<file path="src/sv/pws_pkg.sv">
// Package for the profile window scanner: field widths, codes and shared types.
// Used by pws_score_bank, pws_window and pssm_window_scan.
package pws_pkg;

    localparam int SYM_W          = 8;
    localparam int COL_W          = 6;
    localparam int SCORE_W        = 16;
    localparam int SUM_W          = 24;
    localparam int POS_W          = 32;
    localparam int PLEN_W         = 7;
    localparam int CFG_IDX_W      = 1;
    localparam int CFG_DATA_W     = 24;
    localparam int ALPHABET_DEF   = 32;
    localparam int MAX_LENGTH_DEF = 64;
    localparam logic [PLEN_W-1:0] PLEN_RESET = 7'd8;

    localparam logic OP_LOAD = 1'b0;
    localparam logic OP_SCAN = 1'b1;

    localparam logic [CFG_IDX_W-1:0] REG_PROFILE_LENGTH = 1'b0;
    localparam logic [CFG_IDX_W-1:0] REG_MIN_SCORE      = 1'b1;

    typedef struct packed {
        logic special;
        logic restart;
    } scan_ctl_t;

    typedef struct packed {
        logic                    hit;
        logic [POS_W-1:0]        start;
        logic signed [SUM_W-1:0] score;
    } scan_res_t;

    function automatic logic signed [SUM_W-1:0] sext_score(input logic signed [SCORE_W-1:0] v);
        return {{(SUM_W-SCORE_W){v[SCORE_W-1]}}, v};
    endfunction

endpackage

</file>
<file path="src/sv/pws_score_bank.sv">
// One column of the score table: a small memory indexed by symbol with a
// registered read port. Depends on pws_pkg.
module pws_score_bank
    import pws_pkg::*;
#(
    parameter int ALPHABET = ALPHABET_DEF
)
(
    input  logic                              clk,
    input  logic                              wr_en,
    input  logic [$clog2(ALPHABET)-1:0]       wr_addr,
    input  logic signed [SCORE_W-1:0]         wr_data,
    input  logic                              rd_en,
    input  logic [$clog2(ALPHABET)-1:0]       rd_addr,
    output logic signed [SCORE_W-1:0]         rd_data
);

    logic signed [SCORE_W-1:0] mem [ALPHABET];
    logic signed [SCORE_W-1:0] rd_data_reg;

    always_ff @(posedge clk)
    begin
        if (wr_en)
        begin
            mem[wr_addr] <= wr_data;
        end
        if (rd_en)
        begin
            rd_data_reg <= mem[rd_addr];
        end
    end

    assign rd_data = rd_data_reg;

endmodule

</file>
<file path="config.mk">
export PLATFORM = sky130hd
export DESIGN_NAME = pws_score_bank
export DESIGN_NICKNAME = d
export VERILOG_FILES = /design/src/sv/pws_pkg.sv /design/src/sv/pws_score_bank.sv
export SDC_FILE = /design/constraint.sdc
export NUM_CORES = 1
export LEC_CHECK = 0
export ABC_CLOCK_PERIOD_IN_PS = 5330
export BUFFER_PORTS_ARGS = -buffer_cell sky130_fd_sc_hd__buf_2
export CAP_MARGIN = 40
export CORE_MARGIN = 4
export CORE_UTILIZATION = 24
export DETAILED_ROUTE_END_ITERATION = 16
export HOLD_SLACK_MARGIN = 0.15
export SLEW_MARGIN = 20
export SYNTH_ARGS = -nofsm -noshare
export SYNTH_HDL_FRONTEND = slang
export SYNTH_SLANG_ARGS = --single-unit
export TNS_END_PERCENT = 50
</file>
<file path="constraint.sdc">
create_clock -name clk -period 5.33 [get_ports clk]
set_input_delay 0.533 -clock clk [delete_from_list [all_inputs] [get_ports clk]]
set_output_delay 0.533 -clock clk [all_outputs]
set_load 0.005 [all_outputs]
</file>
## After elaboration in Yosys (flattened, before gate mapping)

Memories as Yosys holds them, arrays and structs flattened. A register that Yosys moved wholly into a read port is not among the register bits.
Cells that the tools add are included.

- Add/subtract/negate cells: 0
- Multiply operators: 0
- Divide/modulo/power cells: 0
- Magnitude comparators: 0
- Equal/unequal tests: 0
- Shift operators: 0
- Mux-type cells: 2
- Bitwise operators: 0
- Reduce and logical (&&, ||, !) cells: 0

Operator list:

| cell | number |
|---|---|
| 1-bit two-way mux | 2 |

- Register bits: 0
- Latch bits: 0
- Bits in writable memories: 512
- Bits in read-only memories: 0
- Input port bits: 29
- Memories kept: 1

Memories:

| name | depth | bits a word | read ports | clocked after memory_dff | write ports | RTL line | source |
|---|---|---|---|---|---|---|---|
| mem | 32 | 16 | 1 | 1 | 1 | pws_score_bank.sv:18 | `logic signed [SCORE_W-1:0] mem [ALPHABET];` |

## Depth between registers and ports, before layout

Gate-level depths: netlist (run 1).

- Depth after elaboration: 2
- Depth in mapped cells: 8

## Worst setup path after synthesis (run 1)

OpenSTA, ideal clock, no wires.

- Path kind: input -> register
- Start point: in wr_addr[1]
- End point: mem mem[12][0] (enable)
- Setup time: 0.388 ns
- Arrival: 1.885 ns
- Data required time: 4.942 ns
- Setup slack: 3.057 ns
- Cell stages on the path: 3
- Path buffers: 1
- Cells stage by stage: or3b_2 -> clkbuf_1 -> nor2_1

RTL lines:

| item | RTL line | source |
|---|---|---|
| start: declaration | pws_score_bank.sv:11 | `input logic [$clog2(ALPHABET)-1:0] wr_addr,` |
| end: declaration | pws_score_bank.sv:18 |  |

No word-level cell before the write port.

==> results.yml, run 1 <==
cells_and_area:
  regArea_um2: 15900
  final_nets: 1246
  final_util_pct: 27.8
  final_common_cell: "edfxtp_1"
  drive_above_1_share_pct: 12.6
  largest_register_ffs: 512
  syn_to_final_growth_pct: 14.6
  layout_common_cells: "528 x edfxtp_1, 256 x mux2i_1, 64 x a22oi_1, 51 x clkbuf_16, 45 x buf_2"
  nFillCells: 8586
  stdcell_area_um2: 23700
  multiInputGateArea_um2: 4320
cts:
  cts_resized: 0
  clk_latency_ns: 0.57
  htreeDepth: 2
  clkTransAtPathRegs_ns: 0.06
  cts_max_path_buffers: 3
  cts_inserted_buffers: 51
  postCtsSetupBuffers: 0
  cts_tree: "done"
  clockRootBuffer: "clkbuf_16"
  cts.hold.buffers_added: 0
  clkSinkCount: 528
detailed_routing:
  vias_per_cell: 4.54
  drt_wl_total_um: 51700
  drc: 0
  first_iter_violations: 1228
  drtPass1Iterations: 5
  postRouteAntennaNets: 0
  wire_per_inst_um: 21.5
  vias: 10912
place:
  gp_congestion: 0.809
  dpl_cell_area_um2: 22200
  hpwl_um: 30800
  port_buffers: 44
yosys:
  seq_area_frac_synth_pct: 76.6
  ys_seq_elements: 528
  syn_area_um2: 20700
  synth_xor_area_share_pct: 0
  synth_compound_area_share_pct: 4.93
  synthArstFlopShare_pct: 0
  syn_nets: 1172
  avgSynthCellArea_um2: 18.1
  synth-edff-count: 528
  synth_fa_ha_area_share_pct: 0
  synthSimpleGateAreaFrac_pct: 3.46
  syn_inst: 1143
  ys_warn_count: 0
  ys_types: 25
  synth_top_family_by_area: "multiplexers"
  yosys_most_used_dff: "edfxtp_1"
  muxShareOfSynthArea_pct: 12.4
worst_setup_path:
  cp-end-kind: "register"
  worstSetupStartpointType: "input port"
  crit_slowest_cell: "buf_4"
  path_buf_inv: 2
  cp_data_required_time_ns: 5.62
  critPathKind: "input port to register"
  arrival_ns: 2.78
  cp_max_fo: 44
  cp_top_family: "buffers and inverters"
  path_cells: "buf_2 > and2_2 > buf_4 > a22o_1 > nor3_1 > a31oi_1 > nand3_1"
  max_stage_delay_ns: 0.65
pwr:
  seq_power_share_pct: 55.1
  ir_drop_mv: 0.182
  p_clk_share_pct: 39.6
  sw_frac_of_total_pct: 21.5
  finalPower_mw: 8.45
  power.internal_mw: 6.63
  p_switching_mw: 1.82
  p_comb_share_pct: 5.2
  p_per_area_nw_per_um2: 356
  power.static_leakage_nw: 7.98
hold_path:
  min_path_type: "input port to register"
timing:
  period_share_pct: 46.7
  whs_ns: 0.518
  setup_violations: 0
  final_max_slew_viol_count: 0
  clock_skew_ns: 0.0297
  rsz0062_at_grt: "no"
  relSlewSlack_pct: 41.8
  max_freq_ghz: 0.402
  hold_viol_final: 0
  fin_crit_ns: 2.49
  tightest_slew_ns: 0.872
  tns_ns: 0
die:
  fp.dieArea_um2: 91000
  io_pins: 45
  fp.dieH_um: 302
  start_util_pct: 24.2
  die_width_um: 302
  core_area_um2: 85400
  rows: 107
global_routing:
  grt_use_total_pct: 11.1
  antenna_found_initial: 4
  grt_pass1_vias: 10795
  grt_first_pass_wirelength_um: 74800
  grt_max_degree: 85
  grt.overflow.total: 0
run_status:
  outcome: "finished, final reports clean"
flow_run:
  max_cap_viol_count: 0
-- final cells by class --
type / count / area share [%]
well taps: 1144 / 6.03
clock buffers: 65 / 5.60
diodes: 1 / 0.0105
clock inverters: 27 / 0.770
repair buffers: 88 / 2.54
flip-flops and latches: 528 / 66.8
multi-input cells: 548 / 18.2
-- power groups by stage --
stage | Sequential (mW) | Combinational (mW) | Clock (mW)
floorplan | 4.74 | 0.260 | 0
global placement | 4.75 | 0.432 | 0
detailed placement | 4.75 | 0.445 | 0
CTS | 4.66 | 0.445 | 3.41
global route | 4.66 | 0.476 | 3.59
finish | 4.66 | 0.444 | 3.35
-- cell usage after synthesis (2+ instances only) --
cell      instances  area (µm²)
nand4_1          16         100
buf_12            5         100
buf_4            19         143
a31oi_1          16         100
buf_6             6        67.6
a21oi_1          32         160
a22o_1           32         280
buf_2            19        95.1
nor2b_1           2        12.5
a22oi_1          64         480
edfxtp_1        528       15900
nor3_1           16        80.1
nand2b_1          2        12.5
nand2_1          33         124
mux2i_1         256        2560
clkbuf_1         12        45.0
buf_8             6        90.1
nor2_1           33         124
nand3b_1          5        37.5
nand3_1          34         170
or3b_2            3        26.3
-- logic make-up (layout without fill, tap and decap cells) --
| kind of cell | after synthesis | count (layout) |
|---|---|---|
| flops | 528 | 528 |
| other cells | 0 | 1 |
| buf+inv | 67 | 180 |
| mux | 256 | 256 |
| simple gates | 148 | 148 |
| compound gates | 144 | 144 |
-- worst paths after layout --
check	startpoint	endpoint	slack, ns	cells past startpoint
setup reg to reg	mem[0][13]	rd_data[13]	3.71	5
setup / recovery	rd_addr[1]	rd_data[14]	2.84	7
hold / removal	wr_data[10]	mem[0][10]	0.52	1
hold reg to reg	mem[16][12]	rd_data[12]	0.68	4
-- metal layers --
metal | routed length (µm) | track usage, % | vias up
met2 | 22700 | 16.4 | 442
met1 | 23200 | 16.2 | 5684
met4 | 894 | 2.42 | 2
met5 | 13 | 0 | -
li1 | - | - | 4721
met3 | 4810 | 3.05 | 63
-- stage by stage --
stage,worst slack (ns),instances
CTS,2.90,2399
detailed placement,2.30,2307
global route,2.74,2400
global placement,2.28,2303
floorplan,3.06,1143
finish,2.84,2401
(Power assumes the default switching activity.)
==> inputs of run 2 (changes only) <==
ABC_CLOCK_PERIOD_IN_PS = 2290   (was 5330)
clock period = 2.29 ns   (was 5.33 ns; I/O delays follow)
==> run 2 against run 1 <==
Register-to-register slack worse by 3.3 ns. Die area stayed put. Critical path depth is 1 lower. Non-clock buffer count is 39 higher. Combinational power grew to 2.5 times the previous value. Critical endpoint is now rd_data[1].
==> results.yml, run 2 (synthesis results as in run 1) <==
global_routing:
  grt_first_pass_wirelength_um: 73300
  grt_pass1_vias: 10812
  antenna_found_initial: 4
  grt_use_total_pct: 10.8
  grt.overflow.total: 0
  grt_max_degree: 49
pwr:
  power.static_leakage_nw: 8.29
  finalPower_mw: 20.3
  p_clk_share_pct: 41.1
  sw_frac_of_total_pct: 21.5
  p_comb_share_pct: 5.5
  power.internal_mw: 15.9
  p_per_area_nw_per_um2: 834
  ir_drop_mv: 0.575
  p_switching_mw: 4.37
  seq_power_share_pct: 53.4
worst_setup_path:
  cp-end-kind: "register"
  worstSetupStartpointType: "register"
  max_stage_delay_ns: 0.53
  arrival_ns: 2.21
  path_cells: "mux2i_1 > a22o_1 > nor3_1 > buf_4 > a31oi_1 > nand3_1"
  cp_max_fo: 1
  critPathKind: "register to register"
  cp_data_required_time_ns: 2.60
  r2r_setup_slack_ns: 0.39
  crit_slowest_cell: "a31oi_1"
cells_and_area:
  syn_to_final_growth_pct: 17.5
  stdcell_area_um2: 24300
  instances_no_fill: 2445
  final_common_cell: "edfxtp_1"
  largest_register_ffs: 512
  final_util_pct: 28.5
  drive_above_1_share_pct: 15.9
  nFillCells: 8574
  final_nets: 1285
  layout_common_cells: "528 x edfxtp_1, 256 x mux2i_1, 67 x buf_4, 64 x a22oi_1, 52 x clkbuf_16"
detailed_routing:
  vias: 10787
  postRouteAntennaNets: 0
  drtPass1Iterations: 5
  drc: 0
  drt_wl_total_um: 49900
  wire_per_inst_um: 20.4
  vias_per_cell: 4.41
  first_iter_violations: 1157
timing:
  max_freq_ghz: 0.527
  fin_crit_ns: 1.90
  setup_slack_ns: 0.393
  relSlewSlack_pct: 48.2
  setup_violations: 0
  whs_ns: 0.220
  clock_skew_ns: 0.0498
  period_share_pct: 82.8
  tns_ns: 0
  rsz0062_at_grt: "no"
  hold_viol_final: 0
  tightest_slew_ns: 0.776
  final_max_slew_viol_count: 0
die:
  die_width_um: 302
  start_util_pct: 24.2
  core_area_um2: 85400
  fp.dieH_um: 302
  rows: 107
  io_pins: 45
  fp.dieArea_um2: 91000
flow_run:
  max_cap_viol_count: 0
place:
  dpl_cell_area_um2: 22600
  port_buffers: 44
  gp_congestion: 0.766
  dp_slack_ns: 0.0607
  placed_cells: 2346
  hpwl_um: 30500
cts:
  clkTransAtPathRegs_ns: 0.06
  cts_resized: 0
  clk_latency_ns: 0.60
  cts_tree: "done"
  clockRootBuffer: "clkbuf_16"
  cts.hold.buffers_added: 1
  cts_max_path_buffers: 3
  postCtsSetupBuffers: 0
  htreeDepth: 2
  cts_inserted_buffers: 51
  clkSinkCount: 528
run_status:
  outcome: "finished, final reports clean"
hold_path:
  min_path_type: "input port to register"
## run 2: power by group through the flow
stage                     combinational, mW  clock [mW]  sequential (mW)
after floorplan                       0.604           0             11.0
after global placement                 1.10           0             11.0
after detailed placement               1.12           0             11.0
after CTS                              1.12        8.50             10.8
after global routing                   1.20        8.94             10.8
final                                  1.12        8.33             10.8
## run 2: final cells by class
type	count	area [µm²]	share of cell area [%]
Antenna cell	2	5.00	0.0206
Clock buffer	62	1340	5.50
Clock inverter	34	329	1.35
Multi-Input combinational cell	548	4320	17.7
Sequential cell	528	15900	65.2
Tap cell	1144	1430	5.89
Timing Repair Buffer	127	1040	4.29
## run 2: worst max-delay path, delay by kind of cell (launching register included)
family                 cells  cell delay (ns)
muxes                      1             0.17
buffers and inverters      1             0.16
and+or+nand+nor            2             0.22
AOI/OAI and AO/OA          2             0.71
DFF                        1             0.38
## run 2: final timing paths
kind,start,endpoint,depth (start not counted)
max,mem[5][1],rd_data[1],6
min,wr_data[14],mem[24][14],1
min reg2reg,mem[10][4],rd_data[4],4
max reg2reg,mem[5][1],rd_data[1],6
## run 2: routing by layer
layer	vias to the layer above	share of wire, %	track usage, %
met2	407	44	16.0
met4	2	1.8	2.46
li1	4809	-	-
met3	63	8.9	3.12
met5	-	0.014	0
met1	5506	45	15.6
==> inputs of run 3 (changes only) <==
ABC_CLOCK_PERIOD_IN_PS = 1900   (was 2290)
clock period = 1.9 ns   (was 2.29 ns; I/O delays follow)
==> run 3 against run 2 <==
First-iteration DRC count down 11%. Global-route usage shrank 0.17 points. Register-to-register slack got worse by 0.27 ns. Sequential share of layout area shrank 1.5 points. Sequential power up 21%. Hold slack got worse by 0.052 ns. Largest cell class unchanged. Largest power group unchanged.
==> results.yml, run 3 (synthesis results as in run 1) <==
run_status:
  outcome: "finished, final reports clean"
global_routing:
  grt_pass1_vias: 11324
  grt_use_total_pct: 10.6
  antenna_found_initial: 4
  grt_max_degree: 33
  grt_first_pass_wirelength_um: 72800
  grt.overflow.total: 0
cts:
  postCtsSetupBuffers: 0
  cts_inserted_buffers: 49
  clockRootBuffer: "clkbuf_16"
  clk_latency_ns: 0.57
  htreeDepth: 2
  cts_max_path_buffers: 3
  clkTransAtPathRegs_ns: 0.06
  cts_resized: 0
  clkSinkCount: 528
  cts.hold.buffers_added: 1
  cts_tree: "done"
pwr:
  p_switching_mw: 5.09
  power.internal_mw: 19.3
  p_per_area_nw_per_um2: 979
  seq_power_share_pct: 53.6
  ir_drop_mv: 0.589
  power.static_leakage_nw: 8.63
  finalPower_mw: 24.4
  sw_frac_of_total_pct: 20.9
  p_clk_share_pct: 40.5
  p_comb_share_pct: 5.9
timing:
  hold_viol_final: 0
  rsz0062_at_grt: "no"
  setup_violations: 0
  period_share_pct: 93.6
  whs_ns: 0.168
  final_max_slew_viol_count: 0
  tightest_slew_ns: 0.793
  tns_ns: 0
  max_freq_ghz: 0.562
  clock_skew_ns: 0.0169
  relSlewSlack_pct: 47.1
  fin_crit_ns: 1.78
hold_path:
  hold_path_depth: 3
  min_path_type: "input port to register"
die:
  rows: 107
  io_pins: 45
  fp.dieH_um: 302
  fp.dieArea_um2: 91000
  die_width_um: 302
  core_area_um2: 85400
  start_util_pct: 24.2
detailed_routing:
  drtPass1Iterations: 5
  first_iter_violations: 1034
  vias_per_cell: 4.42
  drt_wl_total_um: 49200
  drc: 0
  postRouteAntennaNets: 0
  wire_per_inst_um: 19.8
  vias: 11001
flow_run:
  max_cap_viol_count: 0
cells_and_area:
  layout_common_cells: "528 x edfxtp_1, 256 x mux2i_1, 100 x buf_4, 64 x a22oi_1, 51 x clkbuf_16"
  final_nets: 1336
  syn_to_final_growth_pct: 20.3
  final_common_cell: "edfxtp_1"
  drive_above_1_share_pct: 19.0
  stdcell_area_um2: 24900
  largest_register_ffs: 512
worst_setup_path:
  cp-end-kind: "register"
  arrival_ns: 2.02
  cp_data_required_time_ns: 2.14
  worstSetupStartpointType: "register"
  cp_max_fo: 1
  critPathKind: "register to register"
  r2r.worst_path.cells: 6
  r2r_setup_slack_ns: 0.12
place:
  gp_congestion: 0.801
  dpl_cell_area_um2: 23300
  hpwl_um: 32000
  port_buffers: 44
[run 3: layout make-up]
type | count | area (µm²)
well taps | 1144 | 1430
diodes | 1 | 2.50
fillers | 8515 | 60500
clock inverters | 25 | 275
multi-input cells | 548 | 4320
flip-flops and latches | 528 | 15900
clock buffers | 65 | 1330
repair buffers | 180 | 1690
[run 3: stage by stage]
step / util [%] / setup WS (ns) / std cells
6_report: 29.2 / 0.122 / 2491
5_1_grt: 29.2 / 0.0737 / 2490
4_1_cts: 29.2 / 0.189 / 2490
3_5_place_dp: 27.3 / -0.128 / 2399
3_3_place_gp: 27.3 / -0.112 / 2399
2_1_floorplan: - / -0.0300 / 1143
[run 3: worst paths after layout]
| kind | from | endpoint |
|---|---|---|
| worst max register to register | mem[3][10] | rd_data[10] |
| worst min register to register | mem[16][6] | rd_data[6] |
| worst max-delay path | mem[3][10] | rd_data[10] |
| worst min-delay path | rd_addr[4] | rd_data[9] |
[run 3: critical path, cell delays in order, from the launching register on]
cell      delay (ns)
edfxtp_1        0.36
mux2i_1         0.15
a22o_1          0.15
nor3_1          0.05
buf_4           0.14
a31oi_1         0.33
nand3_1         0.29
[run 3: layer usage]
metal / GRT usage (%) / routed length [µm] / vias up
li1: - / - / 4900
met1: 15.0 / 22300 / 5698
met2: 16.7 / 22500 / 344
met3: 2.55 / 3740 / 59
met4: 2.14 / 720 / 0
met5: 0 / 0 / -
[run 3: power by group through the flow]
stage	Clock, mW	Sequential [mW]	Combinational [mW]
3_3_place_gp	0	13.3	1.43
3_5_place_dp	0	13.3	1.45
4_1_cts	10.1	13.1	1.46
2_1_floorplan	0	13.3	0.728
5_1_grt	10.6	13.1	1.56
6_report	9.87	13.1	1.45
